==> src/hw/rtl/gcsp_pkg.sv <==
`timescale 1ns / 1ps
// ----------------------------------------------------------------------------
// gcsp_pkg
// Shared types and constants of the glyph cache shelf packer.
// ----------------------------------------------------------------------------
package gcsp_pkg;

   localparam int SLOTS      = 256;
   localparam int SLOT_BITS  = $clog2(SLOTS);
   localparam int COUNT_BITS = SLOT_BITS + 1;
   localparam int MAX_DIM    = 4096;
   localparam int GROW_LIMIT = MAX_DIM / 2;
   localparam int DIM_BITS   = 13;
   localparam int PAD_BITS   = 8;
   localparam int GLYPH_BITS = 8;
   localparam int CODE_BITS  = 16;
   localparam int SUM_BITS   = DIM_BITS + 2;
   localparam int CSR_ADDR_BITS = 4;
   localparam int CSR_DATA_BITS = 32;

   localparam logic [DIM_BITS-1:0] RESET_ATLAS_WIDTH  = 13'd4096;
   localparam logic [DIM_BITS-1:0] RESET_START_HEIGHT = 13'd16;
   localparam logic [PAD_BITS-1:0] RESET_PAD_X        = 8'd4;
   localparam logic [PAD_BITS-1:0] RESET_PAD_Y        = 8'd4;
   localparam logic [DIM_BITS-1:0] PEN_MAX            = '1;

   typedef enum logic [1:0] {
      REG_ATLAS_WIDTH  = 2'd0,
      REG_START_HEIGHT = 2'd1,
      REG_PAD_X        = 2'd2,
      REG_PAD_Y        = 2'd3
   } reg_index_type;

   typedef enum logic [1:0] {
      STATUS_OK     = 2'd0,
      STATUS_FULL   = 2'd1,
      STATUS_NO_FIT = 2'd2
   } status_type;

   typedef enum logic [3:0] {
      ST_IDLE,
      ST_SEARCH,
      ST_WRAP,
      ST_NEWROW,
      ST_GROW,
      ST_FITX,
      ST_FITY,
      ST_COMMIT,
      ST_DONE
   } state_type;

   typedef struct packed {
      logic [DIM_BITS-1:0] atlas_width;
      logic [DIM_BITS-1:0] start_height;
      logic [PAD_BITS-1:0] pad_x;
      logic [PAD_BITS-1:0] pad_y;
   } cfg_type;

   typedef struct packed {
      logic [DIM_BITS-1:0] left;
      logic [DIM_BITS-1:0] top;
      logic [DIM_BITS-1:0] right;
      logic [DIM_BITS-1:0] bottom;
   } rect_type;

   typedef struct packed {
      logic                 hit;
      logic [SLOT_BITS-1:0] slot;
      rect_type             rect;
      logic [DIM_BITS-1:0]  height_now;
      logic                 grew;
      status_type           status;
   } rsp_payload_type;

endpackage

==> src/hw/rtl/gcsp_alu.sv <==
`timescale 1ns / 1ps
// ----------------------------------------------------------------------------
// gcsp_alu
// Shared three-input adder with compare against a limit.
// ----------------------------------------------------------------------------
module gcsp_alu (
   input  logic [gcsp_pkg::DIM_BITS:0]     a,
   input  logic [gcsp_pkg::PAD_BITS-1:0]   b,
   input  logic [gcsp_pkg::PAD_BITS-1:0]   c,
   input  logic [gcsp_pkg::DIM_BITS-1:0]   limit,
   output logic [gcsp_pkg::SUM_BITS-1:0]   sum,
   output logic                            sum_ge,
   output logic                            sum_gt
);

   logic [gcsp_pkg::SUM_BITS-1:0] limit_ext;

   assign sum       = gcsp_pkg::SUM_BITS'(a) + gcsp_pkg::SUM_BITS'(b)
                    + gcsp_pkg::SUM_BITS'(c);
   assign limit_ext = gcsp_pkg::SUM_BITS'(limit);
   assign sum_ge    = sum >= limit_ext;
   assign sum_gt    = sum > limit_ext;

endmodule

==> config.mk <==
export PLATFORM = sky130hd
export DESIGN_NAME = gcsp_alu
export DESIGN_NICKNAME = d
export VERILOG_FILES = /design/src/hw/rtl/gcsp_pkg.sv /design/src/hw/rtl/gcsp_alu.sv
export SDC_FILE = /design/constraint.sdc
export NUM_CORES = 1
export LEC_CHECK = 0
export ABC_AREA = 1
export BUFFER_PORTS_ARGS = -buffer_cell sky130_fd_sc_hd__buf_2
export CAP_MARGIN = 20
export CORE_MARGIN = 3
export CORE_UTILIZATION = 51
export DETAILED_ROUTE_END_ITERATION = 12
export PLACE_DENSITY_LB_ADDON = 0.3
export SLEW_MARGIN = 20
export SYNTH_ARGS = -nofsm -noshare
export SYNTH_HDL_FRONTEND = slang
export SYNTH_SLANG_ARGS = --single-unit
==> constraint.sdc <==
create_clock -name vclk -period 11.75
set_clock_uncertainty 0.05 [all_clocks]
set_input_delay 2.35 -clock vclk [all_inputs]
set_output_delay 2.35 -clock vclk [all_outputs]
set_load 0.02 [all_outputs]
==> results by group <==
Status
  – Status: finished clean

Logic synthesis
  – Yosys cell types: 25
  – Syn Nets: 233
  – Cells after Synth: 160
  – Syn_area_per_cell: 6.83 µm²
  – Yosys warning total: 0
  – Synthesized area: 1090 µm²
  – Sequential share of the synthesized area: 0%

Clocking
  – Postcts setup bufs: 0
  – Cts hold-fix bufs: 0
  – CTS resizes: 0

Finish
  – FF+latch area: 0 µm²
  – Commonest non-fill, non-tap cell in the layout: buf_2
  – Most frequent cells in the layout: 60 x buf_2, 37 x nand2_1, 31 x inv_1
  – N_diodes: 0
  – CLK BUF: 0
  – Layout overhead on the synthesized area: 29.5%
  – Multi-input gate area: 958 µm²
  – Seq cells: 0
  – Layout cells sized above 1: 33.8%
  – Fin nets: 294
  – Fillers: 177
  – Core Util, Final: 70.8%

Floorplanning
  – Die H: 52.3 µm
  – Die area: 2740 µm²
  – Die width: 52.3 µm
  – Initial Util: 54.6%
  – I/O pin count: 60
  – Placeable Area: 2000 µm²
  – Row Count: 16

Global routing
  – GRT Overall Usage: 20.2%
  – Vias in the first global route: 1173
  – Pin count of the biggest net entering global routing: 8
  – Initial antenna violation count: 0
  – First-pass GRT wire length: 4.45 mm
  – Grt total ovfl: 0

Pwr
  – Pwr/cell area: 98.5 nW/µm²
  – Max VDD drop: 63.1 µV
  – Seq pwr share: 0%
  – Int Power: 0.0540 mW
  – Net Switching: 0.0854 mW
  – Leak Pwr: 0.872 nW
  – Clock Power Share: 0%
  – Logic gate share of total power: 100.0%
  – Switching Fraction: 61.3%

STA
  – RSZ-0062 raised after global routing: no
  – Hold Vio Cnt, Final: 0
  – Fin crit period: 7680 ps
  – Slew @ Worst Pin: 235 ps
  – Slew Limit Headroom: 84.2%
  – Fin Setup TNS: 0 ps
  – Fmax achieved: 130 MHz
  – Final period util: 65.4%
  – Finish-stage setup viols: 0
  – Final max-slew violation count: 0
  – PnR worst setup slack: 4070 ps

Worst setup path
  – Worst-path fanout max: 5
  – Startpoint class of the critical path: input port
  – Endpoint class of the critical path: primary output
  – WP data arrival: 5280 ps
  – CP Class: in -> out
  – Critical Path RT: 9350 ps

Routing
  – Vias per Instance: 4.82
  – 1st-pass router iterations: 4
  – Drt initial violations: 12
  – Vias: 1185
  – WL/cell: 10.9 µm
  – Final wirelength: 2.68 mm
  – Drc violations: 0
  – ANT nets after route: 0

Flow run
  – Max-Cap Viols: 0

Min path
  – Hold Path Class: in -> out
  – Hold Path Sink: sum[12]
  – Min-Delay Startpoint: a[12]
  – Hold depth: 3

Place
  – IO buf count: 60
  – GP Congestion: 0.752
  – Setup slack after placement: 4060 ps
  – Dpl hpwl: 2.55 mm
==> Yosys cell counts, drive strengths merged <==
| cell | n | area, µm² |
|---|---|---|
| nor3 | 1 | 5.00 |
| nand3 | 8 | 55.1 |
| a21o | 1 | 7.51 |
| or2 | 1 | 8.76 |
| and2 | 1 | 6.26 |
| nand3b | 2 | 27.5 |
| nand2 | 41 | 164 |
| xor2 | 5 | 43.8 |
| fa | 9 | 180 |
| buf | 1 | 11.3 |
| o21ai | 3 | 15.0 |
| nand4 | 2 | 12.5 |
| nor2 | 13 | 51.3 |
| ha | 21 | 263 |
| a21boi | 1 | 7.51 |
| xnor2 | 4 | 35.0 |
| inv | 33 | 124 |
| a21oi | 10 | 57.6 |
| a31oi | 3 | 18.8 |
==> per-layer routing <==
layer	GRT usage [%]	wire length (µm)	vias up
met1	22.6	1050	517
li1	-	-	623
met3	1.42	168	4
met4	3.40	24	0
met2	40.7	1440	41
met5	0	0	-
==> worst max path at each step <==
stage,start,endpoint,slack [ps],depth (start not counted)
CTS,a[1],sum_gt,4050,20
finish,a[1],sum_gt,4070,20
global route,a[1],sum_gt,3900,20
global placement,a[1],sum_gt,4190,20
floorplan,a[1],sum_gt,4060,18
detailed placement,a[1],sum_gt,4060,20
==> area by class of cell <==
class	count	area share, %
Inverter	33	8.75
Tap cell	27	2.39
Multi-Input combinational cell	126	67.7
Timing Repair Buffer	60	21.2
==> power by group through the flow <==
stage	combinational, mW	clock (mW)	sequential [mW]
2_1_floorplan	0.0990	0	0
3_3_place_gp	0.134	0	0
3_5_place_dp	0.140	0	0
4_1_cts	0.140	0	0
5_1_grt	0.157	0	0
6_report	0.139	0	0
==> per-stage QoR <==
step / cells / cell area, µm² / power (mW) / hold slack [ps]
floorplan: 160 / 1090 / 0.0990 / 4790
finish: 246 / 1420 / 0.139 / 5010
global route: 246 / 1420 / 0.157 / 5030
global placement: 246 / 1420 / 0.134 / 5000
CTS: 246 / 1420 / 0.140 / 5010
detailed placement: 246 / 1420 / 0.140 / 5010
==> logic make-up (layout without fill, tap and decap cells) <==
| logic type | count (synthesis) | in the layout | synth area share [%] |
|---|---|---|---|
| simple gates | 69 | 69 | 30.2 |
| buf+inv | 34 | 93 | 12.4 |
| fa+ha+maj | 30 | 30 | 40.5 |
| compound gates | 18 | 18 | 9.73 |
| xor+xnor | 9 | 9 | 7.21 |
==> worst max-delay path, cell delays in order <==
cell,delay (ps)
buf_2,110
fa_1,530
ha_1,170
inv_1,60
fa_1,390
inv_1,70
nand2_1,70
nand2_1,70
nand3_1,80
nand2_2,140
a31oi_1,90
a31oi_1,220
ha_1,270
nand2_1,100
inv_1,40
nand4_1,80
nand3b_1,130
inv_1,60
nor2_1,90
buf_2,170
Power figures use the tool's default switching activity.
