--- src/hw/rtl/gcsp_pkg.sv ---
`timescale 1ns / 1ps
// ----------------------------------------------------------------------------
// gcsp_pkg
// Shared types and constants of the glyph cache shelf packer.
// ----------------------------------------------------------------------------
package gcsp_pkg;

   localparam int SLOTS      = 256;
   localparam int SLOT_BITS  = $clog2(SLOTS);
   localparam int COUNT_BITS = SLOT_BITS + 1;
   localparam int MAX_DIM    = 4096;
   localparam int GROW_LIMIT = MAX_DIM / 2;
   localparam int DIM_BITS   = 13;
   localparam int PAD_BITS   = 8;
   localparam int GLYPH_BITS = 8;
   localparam int CODE_BITS  = 16;
   localparam int SUM_BITS   = DIM_BITS + 2;
   localparam int CSR_ADDR_BITS = 4;
   localparam int CSR_DATA_BITS = 32;

   localparam logic [DIM_BITS-1:0] RESET_ATLAS_WIDTH  = 13'd4096;
   localparam logic [DIM_BITS-1:0] RESET_START_HEIGHT = 13'd16;
   localparam logic [PAD_BITS-1:0] RESET_PAD_X        = 8'd4;
   localparam logic [PAD_BITS-1:0] RESET_PAD_Y        = 8'd4;
   localparam logic [DIM_BITS-1:0] PEN_MAX            = '1;

   typedef enum logic [1:0] {
      REG_ATLAS_WIDTH  = 2'd0,
      REG_START_HEIGHT = 2'd1,
      REG_PAD_X        = 2'd2,
      REG_PAD_Y        = 2'd3
   } reg_index_type;

   typedef enum logic [1:0] {
      STATUS_OK     = 2'd0,
      STATUS_FULL   = 2'd1,
      STATUS_NO_FIT = 2'd2
   } status_type;

   typedef enum logic [3:0] {
      ST_IDLE,
      ST_SEARCH,
      ST_WRAP,
      ST_NEWROW,
      ST_GROW,
      ST_FITX,
      ST_FITY,
      ST_COMMIT,
      ST_DONE
   } state_type;

   typedef struct packed {
      logic [DIM_BITS-1:0] atlas_width;
      logic [DIM_BITS-1:0] start_height;
      logic [PAD_BITS-1:0] pad_x;
      logic [PAD_BITS-1:0] pad_y;
   } cfg_type;

   typedef struct packed {
      logic [DIM_BITS-1:0] left;
      logic [DIM_BITS-1:0] top;
      logic [DIM_BITS-1:0] right;
      logic [DIM_BITS-1:0] bottom;
   } rect_type;

   typedef struct packed {
      logic                 hit;
      logic [SLOT_BITS-1:0] slot;
      rect_type             rect;
      logic [DIM_BITS-1:0]  height_now;
      logic                 grew;
      status_type           status;
   } rsp_payload_type;

endpackage

--- src/hw/rtl/gcsp_csr.sv ---
`timescale 1ns / 1ps
// ----------------------------------------------------------------------------
// gcsp_csr
// APB-style configuration registers; flags writes that reload the pen.
// ----------------------------------------------------------------------------
module gcsp_csr (
   input  logic                                 clock,
   input  logic                                 reset,
   input  logic                                 psel,
   input  logic                                 penable,
   input  logic                                 pwrite,
   input  logic [gcsp_pkg::CSR_ADDR_BITS-1:0]   paddr,
   input  logic [gcsp_pkg::CSR_DATA_BITS-1:0]   pwdata,
   output logic [gcsp_pkg::CSR_DATA_BITS-1:0]   prdata,
   output gcsp_pkg::cfg_type                    cfg,
   output logic                                 reload
);

   gcsp_pkg::cfg_type       cfg_ff, cfg_in;
   logic                    reload_ff, reload_in;
   logic                    wr_en;
   gcsp_pkg::reg_index_type index;

   assign wr_en = psel & penable & pwrite;
   assign index = gcsp_pkg::reg_index_type'(paddr[3:2]);

   always_comb begin
      cfg_in    = cfg_ff;
      reload_in = 1'b0;
      if (wr_en) begin
         case (index)
            gcsp_pkg::REG_ATLAS_WIDTH: begin
               cfg_in.atlas_width = pwdata[gcsp_pkg::DIM_BITS-1:0];
            end
            gcsp_pkg::REG_START_HEIGHT: begin
               cfg_in.start_height = pwdata[gcsp_pkg::DIM_BITS-1:0];
               reload_in = 1'b1;
            end
            gcsp_pkg::REG_PAD_X: begin
               cfg_in.pad_x = pwdata[gcsp_pkg::PAD_BITS-1:0];
               reload_in = 1'b1;
            end
            gcsp_pkg::REG_PAD_Y: begin
               cfg_in.pad_y = pwdata[gcsp_pkg::PAD_BITS-1:0];
               reload_in = 1'b1;
            end
            default: begin
               reload_in = 1'b0;
            end
         endcase
      end
   end

   always_comb begin
      case (index)
         gcsp_pkg::REG_ATLAS_WIDTH:  prdata = 32'(cfg_ff.atlas_width);
         gcsp_pkg::REG_START_HEIGHT: prdata = 32'(cfg_ff.start_height);
         gcsp_pkg::REG_PAD_X:        prdata = 32'(cfg_ff.pad_x);
         gcsp_pkg::REG_PAD_Y:        prdata = 32'(cfg_ff.pad_y);
         default:                    prdata = '0;
      endcase
   end

   always_ff @(posedge clock) begin
      if (reset) begin
         cfg_ff.atlas_width  <= gcsp_pkg::RESET_ATLAS_WIDTH;
         cfg_ff.start_height <= gcsp_pkg::RESET_START_HEIGHT;
         cfg_ff.pad_x        <= gcsp_pkg::RESET_PAD_X;
         cfg_ff.pad_y        <= gcsp_pkg::RESET_PAD_Y;
         reload_ff           <= 1'b0;
      end else begin
         cfg_ff    <= cfg_in;
         reload_ff <= reload_in;
      end
   end

   assign cfg    = cfg_ff;
   assign reload = reload_ff;

endmodule

--- config.mk ---
export PLATFORM = sky130hd
export DESIGN_NAME = gcsp_csr
export DESIGN_NICKNAME = d
export VERILOG_FILES = /design/src/hw/rtl/gcsp_pkg.sv /design/src/hw/rtl/gcsp_csr.sv
export SDC_FILE = /design/constraint.sdc
export NUM_CORES = 1
export LEC_CHECK = 0
export CORE_MARGIN = 10
export CORE_UTILIZATION = 50
export DETAILED_ROUTE_END_ITERATION = 12
export DONT_BUFFER_PORTS = 1
export GPL_ROUTABILITY_DRIVEN = 0
export PLACE_DENSITY = 0.66
export SLEW_MARGIN = 20
export SYNTH_ARGS = -nofsm -noshare
export SYNTH_HDL_FRONTEND = slang
export SYNTH_SLANG_ARGS = --single-unit
--- constraint.sdc ---
create_clock -name clock -period 1.2 [get_ports clock]
set_input_delay 0.24 -clock clock [delete_from_list [all_inputs] [get_ports clock]]
set_output_delay 0.24 -clock clock [all_outputs]
set_load 0.1 [all_outputs]
==> out/qor.yml, run 1 <==
ys_types: 21
hold_class: "in -> reg"
postSynthAreaPerCell_um2: 10.9
worstPathCellList: "mux4_2 -> buf_12"
critPathMaxStageDelay_ns: 0.49
synth_area_leader_cell: "dfxtp_1"
grt_max_degree: 60
rsz0062_at_grt: "true"
ant_nets: 0
clock_latency_ns: 0.28
cp.required_ns: 0.96
leakage_nw: 1.40
final_layout_size_suffix_gt1_frac: 0.519
io_pins: 116
worstSetupPathType: "reg -> out"
grt.overflow.total: 0
area_delta_synth_final_pct: 45.8
clk_pin_slew_ns: 0.08
cts_max_level: 2
timing.rr.start: "cfg[8]$_SDFFE_PP0P_"
num_vias: 1595
ctsHoldBuffers: 0
port_buffers: 0
synth.top_cell.area_share: 0.387
root_buffer: "clkbuf_8"
start_util: 0.514
via_per_inst: 5.08
min_from: "reset"
cts_tree: "yes"
cp_top_family: "multiplexers"
drt_wl_total_um: 6070
seq_area_frac_synth: 0.387
antenna_found_initial: 0
drc_errors: 0
core_mm2: 0.00432
crit_arrival_ns: 1.33
place_inst: 302
dr.pass1.iters: 4
n_fill_cell: 304
wl_per_cell_um: 19.3
grt_first_pass_wirelength_um: 9430
syn-instance-count: 204
setup_viol: 13
grt_pass1_vias: 1784
die_w_um: 86.7
endpoint_kind: "primary output"
rows: 24
cellPowerDensity_mw_per_mm2: 913
holdPathEnd: "reload$_SDFF_PP0_"
die-area_mm2: 0.00752
yosys-top-cells-area: "dfxtp_1, mux2i_1, nand2b_1, mux4_2, buf_4"
clock-skew-final_ns: 0
synth_area_mm2: 0.00222
cts_buffers: 5
rrSetupSlack_ns: 0.23
synth_common_cells: "nand2b_1, mux2i_1, dfxtp_1"
async_flop_share: 0
rr_endpoint: "cfg[8]$_SDFFE_PP0P_"
synth_ff_type: "dfxtp_1"
num-nets-final: 302
cap_violations: 0
stdcell_count: 314
hold_slack_ns: 0.0297
yosysMostFrequentCell: "nand2b_1"
timing.fmax_ghz: 0.638
hpwl_um: 4610
cts_buffer_depth: 2
period_minus_slack_ns: 1.57
reg2reg_depth: 3
layout_setup_ws_ns: -0.366
crit_path_max_fanout: 2
drt_iter0_markers: 46
post-route-period-util: 1.31
die_h_um: 86.7
outcome: "complete, but fails checks"
crit_buf_inv: 1
ys_ff_latch: 43
hold_viol: 0
maxSlewViolCount: 0
worst_setup_path_start_kind: "register"
irDropWorstVdd_v: 0.000612
synth_edf_count: 0
grt_usage: 0.160
slowest_stage: "mux4_2"
violations: "negative setup slack"
total_power_mw: 2.96
diodes: 0
synth-warning-count: 0
clock_sinks: 43
hold_depth: 1
[report_power, final]
group,switching (mW),total (mW),internal (mW)
Combinational,0.558,0.732,0.174
Clock,0.455,0.852,0.397
Sequential,0.0133,1.38,1.36
[kinds of logic after synthesis]
group | Yosys count | share of synthesized area
buffers and inverters | 31 | 0.0990
DFF | 43 | 0.387
other | 1 | 0.00169
and+or+nand+nor | 74 | 0.220
muxes | 55 | 0.292
[worst reg2reg max path, stage by stage, from the launching register on]
cell and delay, ns:
dfxtp_4 0.34, buf_4 0.29, nand2b_1 0.10, mux2i_1 0.16
[per-layer routing]
metal,vias to the layer above,track usage,share of wire
met2,57,0.279,0.51
met4,0,0.0442,0.011
met5,-,0,0
met3,7,0.0882,0.12
met1,762,0.162,0.35
li1,769,-,-
[cell usage in the layout, fill, tap and decap left out, drive strengths merged]
master  count
nand2b     51
nor2       13
mux4        8
nand3       2
nor3b       2
nor3        2
buf        63
dfxtp      43
mux2i      47
clkinv      2
nand2       1
clkbuf      6
conb       19
nand3b      2
and3        1
[flip-flops by register name (all words and copies together) (netlist names)]
| signal | flops |
|---|---|
| cfg | 42 |
| reload | 1 |
[final cells by class]
type                       instances  area, µm²  area share
tap                               52       65.1      0.0201
clock inverter                     2       7.51     0.00231
clock buffer                       6       72.6      0.0224
timing repair buffer              63        769       0.237
sequential                        43       1020       0.314
multi-input combinational        148       1310       0.404
[what timing repair did]
action	4_1_cts	5_1_grt
buffers inserted	1	3
pin swaps	5	0
gates resized for setup	11	25
setup endpoints to repair	13	30
[per-stage QoR]
stage / cell area [µm²] / TNS (ns) / util / worst slack, ns
after floorplan: 2520 / -3.10 / - / -0.247
after detailed placement: 2970 / -0.355 / 0.687 / -0.0513
after global routing: 3240 / -3.80 / 0.750 / -0.405
after global placement: 2970 / -0.271 / 0.687 / -0.0370
after CTS: 3120 / -3.37 / 0.722 / -0.376
final: 3240 / -3.24 / 0.750 / -0.366
[how the worst max path moves through the flow]
stage                                    start   endpoint  slack [ns]  cells after the start
final                     cfg[23]$_SDFFE_PP0P_  prdata[7]       -0.37                      2
after global routing       cfg[5]$_SDFFE_PP0P_  prdata[5]       -0.41                      2
after CTS                  cfg[1]$_SDFFE_PP0P_  prdata[1]       -0.38                      2
after detailed placement   cfg[7]$_SDFFE_PP0P_  prdata[7]       -0.05                      2
after global placement     cfg[5]$_SDFFE_PP0P_  prdata[5]       -0.04                      2
after floorplan            cfg[0]$_SDFFE_PP0P_  prdata[0]       -0.25                      1
(Power assumes the default switching activity.)
==> inputs of run 2 (changes only) <==
REMOVE_ABC_BUFFERS = 1   (was default)
==> run 2 against run 1 <==
The run still ends with negative setup slack left. Die area unchanged. Non-clock buffer count is 4 lower. Final area is 9.1% lower. Clock skew unchanged. Worst setup slack gained 0.017 ns. Sequential power is 6% higher. Utilization decreased by 6.8 points. Clock-buffer cell count is the same.
==> out/qor.yml, run 2 (synthesized netlist as in run 1, its figures left out) <==
via_per_inst: 5.15  # was 5.08
seq_power_share: 0.471  # was 0.465
n_fill_cell: 331  # was 304
timing.fmax_ghz: 0.646  # was 0.638 GHz
io_pins: 116  # unchanged
clock_power_share: 0.299  # was 0.288
wl_per_cell_um: 19.0  # was 19.3 µm
cellPowerDensity_mw_per_mm2: 1050  # was 913 mW/mm²
core_mm2: 0.00432  # unchanged
ctsHoldBuffers: 0  # unchanged
grt_pass1_vias: 1806  # was 1784
maxSlewViolCount: 0  # unchanged
worst_setup_path_start_kind: "register"  # unchanged
crit_arrival_ns: 1.31  # was 1.33 ns
num_vias: 1591  # was 1595
setup_viol: 13  # unchanged
layout_setup_ws_ns: -0.349  # was -0.366 ns
period_minus_slack_ns: 1.55  # was 1.57 ns
combinationalPowerShare: 0.231  # was 0.247
rsz0062_at_grt: "true"  # unchanged
worstSetupPathType: "reg -> out"  # unchanged
port_buffers: 0  # unchanged
rows: 24  # unchanged
intPower_mw: 2.06  # was 1.93 mW
irDropWorstVdd_v: 0.000707  # was 0.000612 V
post-route-period-util: 1.29  # was 1.31
layout_commonest_cell: "nand2b_1"  # unchanged
antenna_found_initial: 0  # unchanged
grt_usage: 0.156  # was 0.160
die-area_mm2: 0.00752  # unchanged
cts_buffers: 5  # unchanged
drt_wl_total_um: 5870  # was 6070 µm
design_area_mm2: 0.00295  # was 0.00324 mm²
clk_pin_slew_ns: 0.07  # was 0.08 ns
hold_class: "in -> reg"  # unchanged
die_w_um: 86.7  # unchanged
cap_violations: 0  # unchanged
clock_latency_ns: 0.29  # was 0.28 ns
final_layout_size_suffix_gt1_frac: 0.424  # was 0.519
root_buffer: "clkbuf_8"  # unchanged
total_power_mw: 3.09  # was 2.96 mW
power_switching_mw: 1.04  # was 1.03 mW
leakage_nw: 1.36  # was 1.40 nW
ant_nets: 0  # unchanged
crit_path_max_fanout: 2  # unchanged
hold_slack_ns: 0.0242  # was 0.0297 ns
cts_tree: "yes"  # unchanged
die_h_um: 86.7  # unchanged
cts_max_level: 2  # unchanged
num-nets-final: 298  # was 302
grt_max_degree: 60  # unchanged
grt_first_pass_wirelength_um: 9280  # was 9430 µm
diodes: 0  # unchanged
dr.pass1.iters: 4  # unchanged
layout_common_cells: "nand2b_1, mux2i_1, buf_4"  # was nand2b_1, mux2i_1, dfxtp_4
endpoint_kind: "primary output"  # unchanged
drt_iter0_markers: 61  # was 46
clock-skew-final_ns: 0  # unchanged
hold_viol: 0  # unchanged
cts_buffer_depth: 2  # unchanged
grt.overflow.total: 0  # unchanged
start_util: 0.514  # unchanged
drc_errors: 0  # unchanged
clock_sinks: 43  # unchanged
largest_register_ffs: 42  # unchanged
outcome: "complete, but fails checks"  # unchanged
cp.required_ns: 0.96  # about the same
hpwl_um: 4580  # was 4610 µm
dpl_cell_area_mm2: 0.00277  # was 0.00297 mm²
area_delta_synth_final_pct: 32.6  # was 45.8%
violations: "negative setup slack"  # unchanged
swShare: 0.335  # was 0.347
run 2: worst paths after layout:
path / startpoint / to / slack (ns) / depth (start not counted)
setup / recovery: cfg[1]$_SDFFE_PP0P_ / prdata[1] / -0.35 / 2
hold / removal: reset / reload$_SDFF_PP0_ / 0.02 / 1
setup reg to reg: cfg[15]$_SDFFE_PP0P_ / cfg[15]$_SDFFE_PP0P_ / 0.22 / 3
hold reg to reg: cfg[32]$_SDFFE_PP0P_ / cfg[32]$_SDFFE_PP0P_ / 0.69 / 3
run 2: area by class of cell:
type | instances | area (µm²) | area share
Sequential cell | 43 | 888 | 0.301
Tap cell | 52 | 65.1 | 0.0221
Timing Repair Buffer | 59 | 686 | 0.232
Clock inverter | 1 | 5.00 | 0.00170
Clock buffer | 6 | 82.6 | 0.0280
Multi-Input combinational cell | 148 | 1220 | 0.415
run 2: repair_timing:
| action | CTS | global route |
|---|---|---|
| cloned | 0 | 0 |
| buffers inserted | 2 | 1 |
| setup endpoints to repair | 13 | 32 |
| gates resized for setup | 15 | 21 |
run 2: worst max-delay path, cell delays in order (launching register included):
cell and delay, ns:
dfxtp_2 0.32, mux4_2 0.50, buf_12 0.19
run 2: through the flow:
stage / TNS, ns / setup slack [ns] / utilization / instances
floorplan: -15.12 / -1.44 / - / 191
global placement: -0.0656 / -0.0172 / 0.639 / 300
CTS: -3.18 / -0.357 / 0.669 / 309
finish: -3.06 / -0.349 / 0.682 / 309
detailed placement: -0.173 / -0.0340 / 0.639 / 300
global route: -3.65 / -0.385 / 0.682 / 309
run 2: power groups by stage:
stage          clock network, mW  logic (mW)  registers, mW
2_1_floorplan                  0       0.457           1.63
3_3_place_gp                   0       0.698           1.49
3_5_place_dp                   0       0.706           1.49
4_1_cts                    0.939       0.709           1.46
5_1_grt                    0.988       0.733           1.46
6_report                   0.923       0.713           1.46
run 2: routing by layer:
layer  vias up  GRT usage  wire length, µm
met5         -          0                0
met4         0     0.0442               42
met3         5     0.0826              727
met2        66      0.287             3080
met1       763      0.146             2020
li1        757          -                -
==> inputs of run 3 (changes only) <==
SETUP_SLACK_MARGIN = 0.4   (was default)
==> run 3 against run 2 <==
Hold slack worse by 0.0084 ns. Utilization up 28 points. Highest routed layer unchanged. Total power up 8.2%. First-iteration DRC count up 120%. The flow still finishes with violations (negative setup slack). Final cell count up 9.7%. Critical endpoint is now prdata[3]. Clock skew unchanged. Sequential cell count unchanged. Clock power up 9%. Global-route usage up 3.2 points. Routed wire length up 73%. Critical path depth unchanged.
==> out/qor.yml, run 3 (synthesized netlist as in run 1, its figures left out) <==
cts_max_level: 2  # unchanged
power_switching_mw: 1.18  # was 1.04 mW
violations: "negative setup slack"  # unchanged
hold_class: "in -> reg"  # unchanged
die_w_um: 86.7  # unchanged
dpl_cell_area_mm2: 0.00277  # unchanged
rsz0062_at_grt: "true"  # unchanged
area_delta_synth_final_pct: 86.4  # was 32.6%
n_fill_cell: 77  # was 331
rows: 24  # unchanged
clock_sinks: 43  # unchanged
period_minus_slack_ns: 1.64  # was 1.55 ns
critPathMaxStageDelay_ns: 0.54  # was 0.50 ns
grt_pass1_vias: 1952  # was 1806
worstSetupPathType: "reg -> out"  # unchanged
die_h_um: 86.7  # unchanged
layout_setup_ws_ns: -0.440  # was -0.349 ns
via_per_inst: 5.71  # was 5.15
start_util: 0.514  # unchanged
clock_power_share: 0.302  # was 0.299
design_area_mm2: 0.00415  # was 0.00295 mm²
cap_violations: 0  # unchanged
crit_path_max_fanout: 2  # unchanged
post-route-period-util: 1.37  # was 1.29
diodes: 0  # unchanged
num_vias: 1934  # was 1591
irDropWorstVdd_v: 0.000762  # was 0.000707 V
clk_pin_slew_ns: 0.09  # was 0.07 ns
cellPowerDensity_mw_per_mm2: 807  # was 1050 mW/mm²
layout_commonest_cell: "buf_12"  # was nand2b_1
timing.fmax_ghz: 0.610  # was 0.646 GHz
cts_buffer_depth: 2  # unchanged
fin_setup_tns_ns: -4.31  # was -3.06 ns
die-area_mm2: 0.00752  # unchanged
combinationalPowerShare: 0.262  # was 0.231
swShare: 0.353  # was 0.335
cts_buffers: 5  # unchanged
regArea_um2: 922  # was 888 µm²
num-nets-final: 328  # was 298
endpoint_kind: "primary output"  # unchanged
ant_nets: 0  # unchanged
multi_input_area_mm2: 0.00156  # was 0.00122 mm²
intPower_mw: 2.17  # was 2.06 mW
cp.required_ns: 0.96  # about the same
largest_register_ffs: 42  # unchanged
hpwl_um: 4580  # unchanged
leakage_nw: 1.88  # was 1.36 nW
grt_max_degree: 60  # unchanged
drt_wl_total_um: 10200  # was 5870 µm
grt.overflow.total: 0  # unchanged
slowest_stage: "mux4_2"  # unchanged
cts_tree: "yes"  # unchanged
worstPathCellList: "mux4_2 -> buf_12"  # unchanged
clock-skew-final_ns: 0  # unchanged
grt_first_pass_wirelength_um: 11000  # was 9280 µm
hold_viol: 0  # unchanged
antenna_found_initial: 0  # unchanged
grt_usage: 0.189  # was 0.156
clock_latency_ns: 0.30  # was 0.29 ns
reg2reg_depth: 5  # was 3
final_layout_size_suffix_gt1_frac: 0.714  # was 0.424
dr.pass1.iters: 4  # unchanged
layout_common_cells: "buf_12, mux2i_1, dfxtp_2"  # was nand2b_1, mux2i_1, buf_4
wl_per_cell_um: 30.0  # was 19.0 µm
port_buffers: 0  # unchanged
seq_power_share: 0.437  # was 0.471
outcome: "complete, but fails checks"  # unchanged
maxSlewViolCount: 0  # unchanged
setup_viol: 18  # was 13
core_mm2: 0.00432  # unchanged
crit_arrival_ns: 1.40  # was 1.31 ns
io_pins: 116  # unchanged
drt_iter0_markers: 136  # was 61
root_buffer: "clkbuf_8"  # unchanged
hold_depth: 1  # unchanged
drc_errors: 0  # unchanged
worst_setup_path_start_kind: "register"  # unchanged
-- run 3: power by group through the flow --
stage	clock [mW]	combinational, mW	sequential (mW)
after global placement	0	0.698	1.49
after floorplan	0	0.457	1.63
after detailed placement	0	0.706	1.49
after CTS	0.939	0.786	1.46
after global routing	1.04	0.891	1.46
final	1.01	0.875	1.46
-- run 3: routing by layer --
layer / track usage / routed length (µm) / up-vias
met5: 0 / 0 / -
met4: 0.0574 / 360 / 0
met3: 0.0844 / 1020 / 27
met2: 0.350 / 5380 / 119
met1: 0.181 / 3420 / 961
li1: - / - / 827
-- run 3: worst paths after layout --
check	from	to	slack, ns
min	reset	reload$_SDFF_PP0_	0.02
min reg2reg	cfg[36]$_SDFFE_PP0P_	cfg[36]$_SDFFE_PP0P_	0.67
max reg2reg	cfg[2]$_SDFFE_PP1P_	cfg[2]$_SDFFE_PP1P_	0.16
max	cfg[19]$_SDFFE_PP0P_	prdata[3]	-0.44
-- run 3: through the flow --
stage | setup WS, ns | instances | hold WS, ns | power [mW] | utilization
after floorplan | -1.44 | 191 | 0.319 | 2.08 | -
after global placement | -0.0172 | 300 | 0.330 | 2.18 | 0.639
after detailed placement | -0.0340 | 300 | 0.334 | 2.19 | 0.639
after CTS | -0.357 | 320 | 0.0148 | 3.19 | 0.844
after global routing | -0.446 | 339 | 0.0227 | 3.39 | 0.959
final | -0.440 | 339 | 0.0158 | 3.35 | 0.959
-- run 3: critical path, delay by kind of cell (launching register included) --
kind | cells | cell delay [ns]
muxes | 1 | 0.54
buffers and inverters | 1 | 0.20
DFF | 1 | 0.35
-- run 3: layout make-up --
cell class	instances	share of cell area
Clock inverter	1	0.00121
Timing Repair Buffer	89	0.366
Clock buffer	6	0.0199
Sequential cell	43	0.222
Tap cell	52	0.0157
Multi-Input combinational cell	148	0.375
-- run 3: timing repair --
action / 4_1_cts / 5_1_grt
hold endpoints to repair: 0 / 0
pin swaps: 3 / 6
buffers inserted: 12 / 19
hold buffers: 0 / 0
resized for setup: 180 / 74
gates cloned: 1 / 0
endpoints found under the setup margin: 98 / 98
